==> src/hdl/sept_pkg.sv <==
`timescale 1ns / 1ps
`default_nettype none
// ----------------------------------------------------------------------------
// sept_pkg
// Shared constants and controller/datapath handshake types.
// ----------------------------------------------------------------------------
package sept_pkg;

    localparam int DEF_MAX_WIDTH  = 2048;
    localparam int DEF_MAX_HEIGHT = 2048;
    localparam int DEF_FRAC_BITS  = 15;

    localparam int CFG_W    = 12;
    localparam int PIX_W    = 8;
    localparam int IDX_W    = 22;
    localparam int TNS_W    = 16;
    localparam int GRAD_W   = 11;
    localparam int MAG_W    = 10;
    localparam int PROD_W   = 20;
    localparam int G2_W     = 21;
    localparam int POS_W    = 15;
    localparam int S_DATA_W = 16;
    localparam int M_DATA_W = 72;

    localparam logic [CFG_W-1:0] RESET_WIDTH  = 12'd640;
    localparam logic [CFG_W-1:0] RESET_HEIGHT = 12'd480;

    localparam logic REG_IMAGE_WIDTH  = 1'b0;
    localparam logic REG_IMAGE_HEIGHT = 1'b1;

    typedef struct packed {
        logic accept;
        logic load;
        logic mask;
        logic grad;
        logic prod;
        logic start;
        logic emit;
    } cmd_t;

    typedef struct packed {
        logic mask_empty;
        logic div_done;
        logic out_free;
    } stat_t;

endpackage
`default_nettype wire

==> src/hdl/sept_ctrl.sv <==
`timescale 1ns / 1ps
`default_nettype none
// ----------------------------------------------------------------------------
// sept_ctrl
// Sequencer: one pixel transaction at a time, one result after another.
// ----------------------------------------------------------------------------
module sept_ctrl (
    input  wire logic           aclk,
    input  wire logic           aresetn,
    input  wire logic           s_tvalid,
    output logic                s_tready,
    input  wire sept_pkg::stat_t stat,
    output sept_pkg::cmd_t      cmd
);
    import sept_pkg::*;

    typedef enum logic [7:0] {
        ST_IDLE  = 8'b0000_0001,
        ST_LOAD  = 8'b0000_0010,
        ST_MASK  = 8'b0000_0100,
        ST_CHECK = 8'b0000_1000,
        ST_PROD  = 8'b0001_0000,
        ST_G2    = 8'b0010_0000,
        ST_DIV   = 8'b0100_0000,
        ST_EMIT  = 8'b1000_0000
    } state_t;

    state_t state_reg, state_next;

    always_ff @(posedge aclk) begin
        if (!aresetn) begin
            state_reg <= ST_IDLE;
        end else begin
            state_reg <= state_next;
        end
    end

    always_comb begin
        state_next = state_reg;
        cmd        = '0;
        s_tready   = 1'b0;
        unique case (state_reg)
            ST_IDLE: begin
                s_tready = 1'b1;
                if (s_tvalid) begin
                    cmd.accept = 1'b1;
                    state_next = ST_LOAD;
                end
            end
            ST_LOAD: begin
                cmd.load   = 1'b1;
                state_next = ST_MASK;
            end
            ST_MASK: begin
                cmd.mask   = 1'b1;
                state_next = ST_CHECK;
            end
            ST_CHECK: begin
                if (stat.mask_empty) begin
                    state_next = ST_IDLE;
                end else begin
                    cmd.grad   = 1'b1;
                    state_next = ST_PROD;
                end
            end
            ST_PROD: begin
                cmd.prod   = 1'b1;
                state_next = ST_G2;
            end
            ST_G2: begin
                cmd.start  = 1'b1;
                state_next = ST_DIV;
            end
            ST_DIV: begin
                if (stat.div_done) begin
                    state_next = ST_EMIT;
                end
            end
            ST_EMIT: begin
                if (stat.out_free) begin
                    cmd.emit   = 1'b1;
                    state_next = ST_CHECK;
                end
            end
            default: begin
                state_next = ST_IDLE;
            end
        endcase
    end

endmodule
`default_nettype wire

==> config.mk <==
export PLATFORM = sky130hd
export DESIGN_NAME = sept_ctrl
export DESIGN_NICKNAME = d
export VERILOG_FILES = /design/src/hdl/sept_pkg.sv /design/src/hdl/sept_ctrl.sv
export SDC_FILE = /design/constraint.sdc
export NUM_CORES = 1
export LEC_CHECK = 0
export ABC_AREA = 1
export BUFFER_PORTS_ARGS = -buffer_cell sky130_fd_sc_hd__buf_2
export CORE_MARGIN = 5
export CORE_UTILIZATION = 40
export DETAILED_ROUTE_END_ITERATION = 10
export PLACE_DENSITY = 0.71
export SYNTH_ARGS = -nofsm -noshare
export SYNTH_HDL_FRONTEND = slang
export SYNTH_SLANG_ARGS = --single-unit
==> constraint.sdc <==
create_clock -name aclk -period 1.3 [get_ports aclk]
set_clock_uncertainty 0.1 [all_clocks]
set_input_delay 0.195 -clock aclk [delete_from_list [all_inputs] [get_ports aclk]]
set_output_delay 0.195 -clock aclk [all_outputs]
set_load 0.01 [all_outputs]
==> results of run 1 <==
-- logic make-up (layout without fill, tap and decap cells) --
family	Yosys count	count (layout)
flip-flops	8	8
AO/OA/AOI/OAI	3	3
AND/OR/NAND/NOR	52	52
buffers and inverters	18	49
-- power groups by stage --
| stage | Clock [mW] | Combinational [mW] | Sequential (mW) |
|---|---|---|---|
| 6_report | 0.191 | 0.925 | 0.315 |
| 5_1_grt | 0.209 | 1.00 | 0.319 |
| 4_1_cts | 0.200 | 0.673 | 0.322 |
| 3_5_place_dp | 0 | 0.521 | 0.318 |
| 3_3_place_gp | 0 | 0.512 | 0.316 |
| 2_1_floorplan | 0 | 0.405 | 0.313 |
-- synth_stat cells (2+ instances only) --
cell / n / area share [%]
sky130_fd_sc_hd__nand2_1: 13 / 8.9
sky130_fd_sc_hd__nor2_1: 13 / 8.9
sky130_fd_sc_hd__inv_1: 10 / 6.8
sky130_fd_sc_hd__dfxtp_1: 8 / 29
sky130_fd_sc_hd__inv_2: 7 / 4.8
sky130_fd_sc_hd__nand3_1: 7 / 6.4
sky130_fd_sc_hd__nand3_2: 4 / 7.3
sky130_fd_sc_hd__nor2_2: 3 / 3.4
sky130_fd_sc_hd__nor3_1: 3 / 2.7
sky130_fd_sc_hd__nand2_2: 2 / 2.3
sky130_fd_sc_hd__nand2_4: 2 / 4.1
sky130_fd_sc_hd__nand4_1: 2 / 2.3
-- routing by layer --
metal,track usage [%],vias up
met5,0,-
met4,6.63,0
met3,3.45,2
met2,24.7,13
met1,18.1,289
li1,-,316
-- worst reg2reg max path, delay by kind of cell (launching register included) --
family / cells / cell delay [ps]
simple gates: 6 / 590
flops: 1 / 340
buf+inv: 3 / 340
-- per-stage QoR --
stage / setup TNS (ps) / hold slack [ps] / power [mW] / worst slack (ps)
floorplan: 0 / 174 / 0.718 / 151
global placement: 0 / 299 / 0.828 / 51.1
detailed placement: 0 / 296 / 0.839 / 20.8
CTS: -1350 / 24.0 / 1.19 / -224
global route: -3200 / 37.7 / 1.53 / -328
finish: -2160 / 26.9 / 1.43 / -249
-- what timing repair did --
| action | CTS | global route |
|---|---|---|
| pin swaps | 6 | 11 |
| resized for setup | 17 | 22 |
| endpoints found under the setup margin | 8 | 14 |
| setup buffers | 5 | 10 |
-- worst max-delay path by stage --
| stage | start | endpoint | slack (ps) | cells past startpoint |
|---|---|---|---|---|
| global placement | state_reg[6]$_SDFFE_PN0P_ | cmd[3] | 50 | 6 |
| detailed placement | state_reg[6]$_SDFFE_PN0P_ | s_tready | 20 | 6 |
| CTS | state_reg[5]$_SDFFE_PN0P_ | cmd[3] | -220 | 6 |
| floorplan | state_reg[7]$_SDFFE_PN0P_ | cmd[3] | 150 | 5 |
| global route | state_reg[4]$_SDFFE_PN0P_ | cmd[3] | -330 | 6 |
| finish | state_reg[4]$_SDFFE_PN0P_ | cmd[3] | -250 | 6 |
-- final cells by class --
class,instances,area share [%]
clock buffer,3,2.47
inverter,18,8.09
multi-input combinational,55,46.9
sequential,8,18.8
tap,15,2.06
timing repair buffer,28,21.7
==> impl_metrics.env, run 1 <==
export IMPL_clock_tree_root_cell="sky130_fd_sc_hd__clkbuf_4"
export IMPL_syn_mean_instance_area_um2=6.78
export IMPL_worstHoldPathCells=2
export IMPL_via_count=620
export IMPL_yosys_register_bits=8
export IMPL_synth_nets=87
export IMPL_comb_power_share_pct=64.6
export IMPL_syn_to_final_growth_pct=66.1
export IMPL_die_height_um=47.1
export IMPL_met1Wirelength_um=631
export IMPL_post_route_period_util_pct=119
export IMPL_worst_r2r_cell_count=9
export IMPL_synth_simple_gate_area_share_pct=54.2
export IMPL_syn_cell_area_um2=549
export IMPL_seq_area_frac_synth_pct=29.2
export IMPL_netSwitchingPower_uw=625
export IMPL_gr_total_overflow=0
export IMPL_worst_setup_path_start_kind="flip-flop"
export IMPL_max_slew_worst_pin_slew_ps=259
export IMPL_clock_power_share_pct=13.4
export IMPL_power_share_sequential_pct=22.0
export IMPL_postRouteWirelength_um=1580
export IMPL_rd_place_congestion=0.787
export IMPL_layout_cells_most_common="sky130_fd_sc_hd__buf_4"
export IMPL_synth_compound_area_share_pct=4.10
export IMPL_setup_ws_ps=-249
export IMPL_synth_top_family_by_area="simple AND/OR/NAND/NOR gates"
export IMPL_power_internal_uw=806
export IMPL_cts_inserted_buffers=3
export IMPL_cts_root_to_sink_buffers=2
export IMPL_design_die_area_um2=2210
export IMPL_slew_headroom_pct=82.7
export IMPL_timing_critical_path_arrival_ps=1250
export IMPL_unrepaired_setup_endpoints_after_global_routing="yes"
export IMPL_reg2reg_setup_slack_ps=-120
export IMPL_finalNetCount=120
export IMPL_cts_hold_repair_buffers=0
export IMPL_detailedRoute_firstIterationViolations=5
export IMPL_drtAntennaViolNets=0
export IMPL_fillers=110
export IMPL_clock_latency_ps=250
export IMPL_wl_met3_um=62
export IMPL_multiInputGateArea_um2=428
export IMPL_regToRegEndpoint="state_reg[6]$_SDFFE_PN0P_"
export IMPL_layout_drive_gt1_share_pct=67.0
export IMPL_ys_warnings_count=0
export IMPL_die_x_um=47.1
export IMPL_hold_path_class="in2reg"
export IMPL_hpwlAfterDp_um=958
export IMPL_wire_per_inst_um=12.5
export IMPL_power_density_nw_per_um2=1570
export IMPL_crit_slowest_cell="sky130_fd_sc_hd__dfxtp_2"
export IMPL_cts_sinks=8
export IMPL_synth_edff_count=0
export IMPL_synthCells=81
export IMPL_layout_core_utilization_pct=70.1
export IMPL_floorplan_initialDensity_pct=42.2
export IMPL_yosys_cell_types_count=19
export IMPL_ir_drop_v=0.000944
export IMPL_min_period_ps=1550
export IMPL_finalHoldViolations=0
export IMPL_remaining_drc_errors=0
export IMPL_synth_xor_xnor_area_share_pct=0
export IMPL_avgViaCountPerCell=4.88
export IMPL_fmax_ghz=0.645
export IMPL_timing_max_cap_violations=0
export IMPL_mostFrequentLayoutCells="sky130_fd_sc_hd__buf_4, sky130_fd_sc_hd__buf_2, sky130_fd_sc_hd__nor2_1, sky130_fd_sc_hd__nand2_1, sky130_fd_sc_hd__inv_2"
export IMPL_top_signal_layer_used="met4"
export IMPL_seq_area_um2=171
export IMPL_first_global_vias=553
export IMPL_detailed_place_area_um2=633
export IMPL_violations="setup timing"
export IMPL_layoutNonFillerInstCount=127
export IMPL_postLayoutCellArea_um2=912
export IMPL_dp_cells=109
export IMPL_critical_path_n_buffers_inverters=2
export IMPL_hold_path_startpoint="stat[2]"
export IMPL_tritoncts="yes"
export IMPL_worst_path_dominant_cell_family="simple AND/OR/NAND/NOR gates"
export IMPL_wire_length_of_the_first_global_routing_pass_um=2300
export IMPL_status="finished with violations"
export IMPL_critical_path_cell_chain="inv_2 > nand2_4 > nor2_4 > nand3_2 > nor2_1 > buf_2"
export IMPL_synth_adder_area_share_pct=0
export IMPL_worstSetupPathType="reg2out"
export IMPL_power_switching_share_pct=43.7
export IMPL_ys_async_sr_fraction_pct=0
export IMPL_grt_usage_pct=14.8
export IMPL_setup_viol=14
export IMPL_worstSetupEndpointType="output pin"
export IMPL_yosys_most_used_dff="sky130_fd_sc_hd__dfxtp_1"
export IMPL_critical_path_required_ps=1000
export IMPL_buffer_ports_inserted=13
export IMPL_detail_route_first_pass_iterations=2
export IMPL_routed_wl_met2_um=883
export IMPL_critical_path_peak_fanout=5
export IMPL_cellLeakagePower_nw=0.468
export IMPL_max_stage_delay_ps=340
export IMPL_worstHoldEndpoint="state_reg[4]$_SDFFE_PN0P_"
export IMPL_antenna_diode_count=0
export IMPL_clkTransAtPathRegs_ps=50
export IMPL_largest_register_ff_count=8
export IMPL_i_o_pin_count=14
export IMPL_regToRegStartpoint="state_reg[4]$_SDFFE_PN0P_"
export IMPL_cts_max_level=1
export IMPL_muxShareOfSynthArea_pct=0
export IMPL_rows=13
export IMPL_grt_max_degree=8
export IMPL_initial_antenna_violation_count=0
export IMPL_floorplan_core_area_um2=1300
export IMPL_slew_violations=0
Note: power is estimated with default switching activity, not from simulation.
==> run 2, diff against run 1 <==
BUFFER_PORTS_ARGS = unset   (was -buffer_cell sky130_fd_sc_hd__buf_2)
DONT_BUFFER_PORTS = 1   (was unset)
PLACE_DENSITY = 0.62   (was 0.71)
==> impl_metrics.env, run 2 (synthesis gave the netlist of run 1 again) <==
export IMPL_cts_max_level=1
export IMPL_wire_length_of_the_first_global_routing_pass_um=2550
export IMPL_unrepaired_setup_endpoints_after_global_routing="yes"
export IMPL_slew_headroom_pct=80.5
export IMPL_rows=13
export IMPL_largest_register_ff_count=8
export IMPL_antenna_diode_count=0
export IMPL_critical_path_peak_fanout=5
export IMPL_post_route_period_util_pct=115
export IMPL_design_die_area_um2=2210
export IMPL_clock_latency_ps=260
export IMPL_setup_viol=10
export IMPL_die_x_um=47.1
export IMPL_slew_violations=0
export IMPL_worst_r2r_cell_count=9
export IMPL_setup_ws_ps=-196
export IMPL_global_route_peak_usage_layer="met2"
export IMPL_fmax_ghz=0.669
export IMPL_detailedRoute_firstIterationViolations=4
export IMPL_use_met2_pct=27.1
export IMPL_min_period_ps=1500
export IMPL_layout_cells_most_common="sky130_fd_sc_hd__buf_4"
export IMPL_worst_setup_path_start_kind="flip-flop"
export IMPL_remaining_drc_errors=0
export IMPL_detail_route_first_pass_iterations=2
export IMPL_die_height_um=47.1
export IMPL_worstHoldPathCells=2
export IMPL_timing_critical_path_arrival_ps=1200
export IMPL_tritoncts="yes"
export IMPL_first_global_vias=600
export IMPL_max_slew_worst_pin_slew_ps=292
export IMPL_status="finished with violations"
export IMPL_hold_path_class="in2reg"
export IMPL_wire_per_inst_um=13.2
export IMPL_netSwitchingPower_uw=626
export IMPL_worstSetupEndpointType="output pin"
export IMPL_power_internal_uw=740
export IMPL_postRouteWirelength_um=1530
export IMPL_drtAntennaViolNets=0
export IMPL_violations="setup timing"
export IMPL_rd_place_congestion=0.757
export IMPL_fillers=110
export IMPL_i_o_pin_count=14
export IMPL_syn_to_final_growth_pct=67.4
export IMPL_timing_max_cap_violations=0
export IMPL_power_density_nw_per_um2=1490
export IMPL_dp_slack_ps=28.2
export IMPL_cts_inserted_buffers=3
export IMPL_clock_power_share_pct=14.4
export IMPL_initial_antenna_violation_count=0
export IMPL_clkTransAtPathRegs_ps=60
export IMPL_floorplan_core_area_um2=1300
export IMPL_cts_root_to_sink_buffers=2
export IMPL_cellLeakagePower_nw=0.431
export IMPL_hpwlAfterDp_um=900
export IMPL_layout_drive_gt1_share_pct=66.3
export IMPL_via_count=575
export IMPL_worstSetupPathType="reg2out"
export IMPL_grt_max_degree=8
export IMPL_ir_drop_v=0.00110
export IMPL_buffer_ports_inserted=0
export IMPL_grtUsageMet1_pct=19.5
export IMPL_power_share_sequential_pct=23.4
export IMPL_finalHoldViolations=0
export IMPL_comb_power_share_pct=62.2
export IMPL_critical_path_required_ps=1000
export IMPL_total_power_mw=1.37
export IMPL_floorplan_initialDensity_pct=42.2
export IMPL_grt_met3_usage_pct=5.75
export IMPL_mostFrequentLayoutCells="sky130_fd_sc_hd__buf_4, sky130_fd_sc_hd__nand2_1, sky130_fd_sc_hd__inv_2, sky130_fd_sc_hd__nor2_1"
export IMPL_avgViaCountPerCell=4.96
export IMPL_finalNetCount=109
export IMPL_cts_sinks=8
export IMPL_gr_total_overflow=0
export IMPL_power_switching_share_pct=45.8
export IMPL_clock_tree_root_cell="sky130_fd_sc_hd__clkbuf_4"
export IMPL_grt_usage_pct=16.6
-- run 2: changes by cell type in the layout (fill, tap and decap cells not counted), moves of 2 or more --
cell                            before  now
sky130_fd_sc_hd__inv_4               2    4
sky130_fd_sc_hd__nand2_2             4    1
sky130_fd_sc_hd__nor2_1             10    8
sky130_fd_sc_hd__dlygate4sd3_1       0    2
sky130_fd_sc_hd__nand2_4             4    6
sky130_fd_sc_hd__nand3_2             6    3
sky130_fd_sc_hd__nor2_4              5    7
sky130_fd_sc_hd__buf_2              11    0
sky130_fd_sc_hd__inv_1               7    5
sky130_fd_sc_hd__nand3_4             4    7
-- run 2: critical path, cell delays in order, from the launching register on --
cell and delay (ps):
sky130_fd_sc_hd__dfxtp_2 320, sky130_fd_sc_hd__inv_2 80, sky130_fd_sc_hd__nand2_4 70, sky130_fd_sc_hd__nor2_4 200, sky130_fd_sc_hd__nand3_4 120, sky130_fd_sc_hd__nor2_4 140
-- run 2: metal layers --
metal | part of all wire [%] | up-vias
li1 | - | 293
met1 | 39 | 262
met2 | 55 | 14
met3 | 4.9 | 6
met4 | 1.5 | 0
met5 | 0 | -
-- run 2: layout make-up --
type,count,area [µm²],share of cell area (%)
clock buffers,3,22.5,2.45
inverters,18,78.8,8.57
multi-input cells,55,482,52.4
flip-flops and latches,8,174,18.9
well taps,15,18.8,2.04
repair buffers,17,144,15.6
-- run 2: final timing paths --
kind                                                start                        end  slack (ps)
worst max-delay path            state_reg[4]$_SDFFE_PN0P_                     cmd[3]        -200
worst min register to register  state_reg[6]$_SDFFE_PN0P_  state_reg[7]$_SDFFE_PN0P_         570
worst min-delay path                              stat[2]  state_reg[0]$_SDFFE_PN1P_          50
worst max register to register  state_reg[4]$_SDFFE_PN0P_  state_reg[0]$_SDFFE_PN1P_         -90
-- run 2: power groups by stage --
| stage | clock [mW] | combinational [mW] | sequential, mW |
|---|---|---|---|
| 2_1_floorplan | 0 | 0.405 | 0.313 |
| 3_5_place_dp | 0 | 0.463 | 0.317 |
| 3_3_place_gp | 0 | 0.464 | 0.317 |
| 5_1_grt | 0.219 | 0.935 | 0.327 |
| 6_report | 0.197 | 0.850 | 0.320 |
| 4_1_cts | 0.205 | 0.667 | 0.321 |
-- run 2: what timing repair did --
action | in CTS | in global routing
buffers inserted | 9 | 6
hold buffers | 2 | 0
endpoints found under the hold margin | 2 | 0
setup endpoints to repair | 8 | 15
pin swaps | 8 | 12
gates resized for setup | 30 | 23
-- run 2: through the flow --
stage	instance area, µm²	setup TNS (ps)	utilization [%]	hold WS (ps)	instances
finish	920	-1290	70.7	46.6	116
detailed placement	568	0	43.7	178	96
CTS	783	-1220	60.2	35.0	110
global placement	568	0	43.7	177	96
global route	920	-2450	70.7	45.3	116
floorplan	549	0	-	174	81
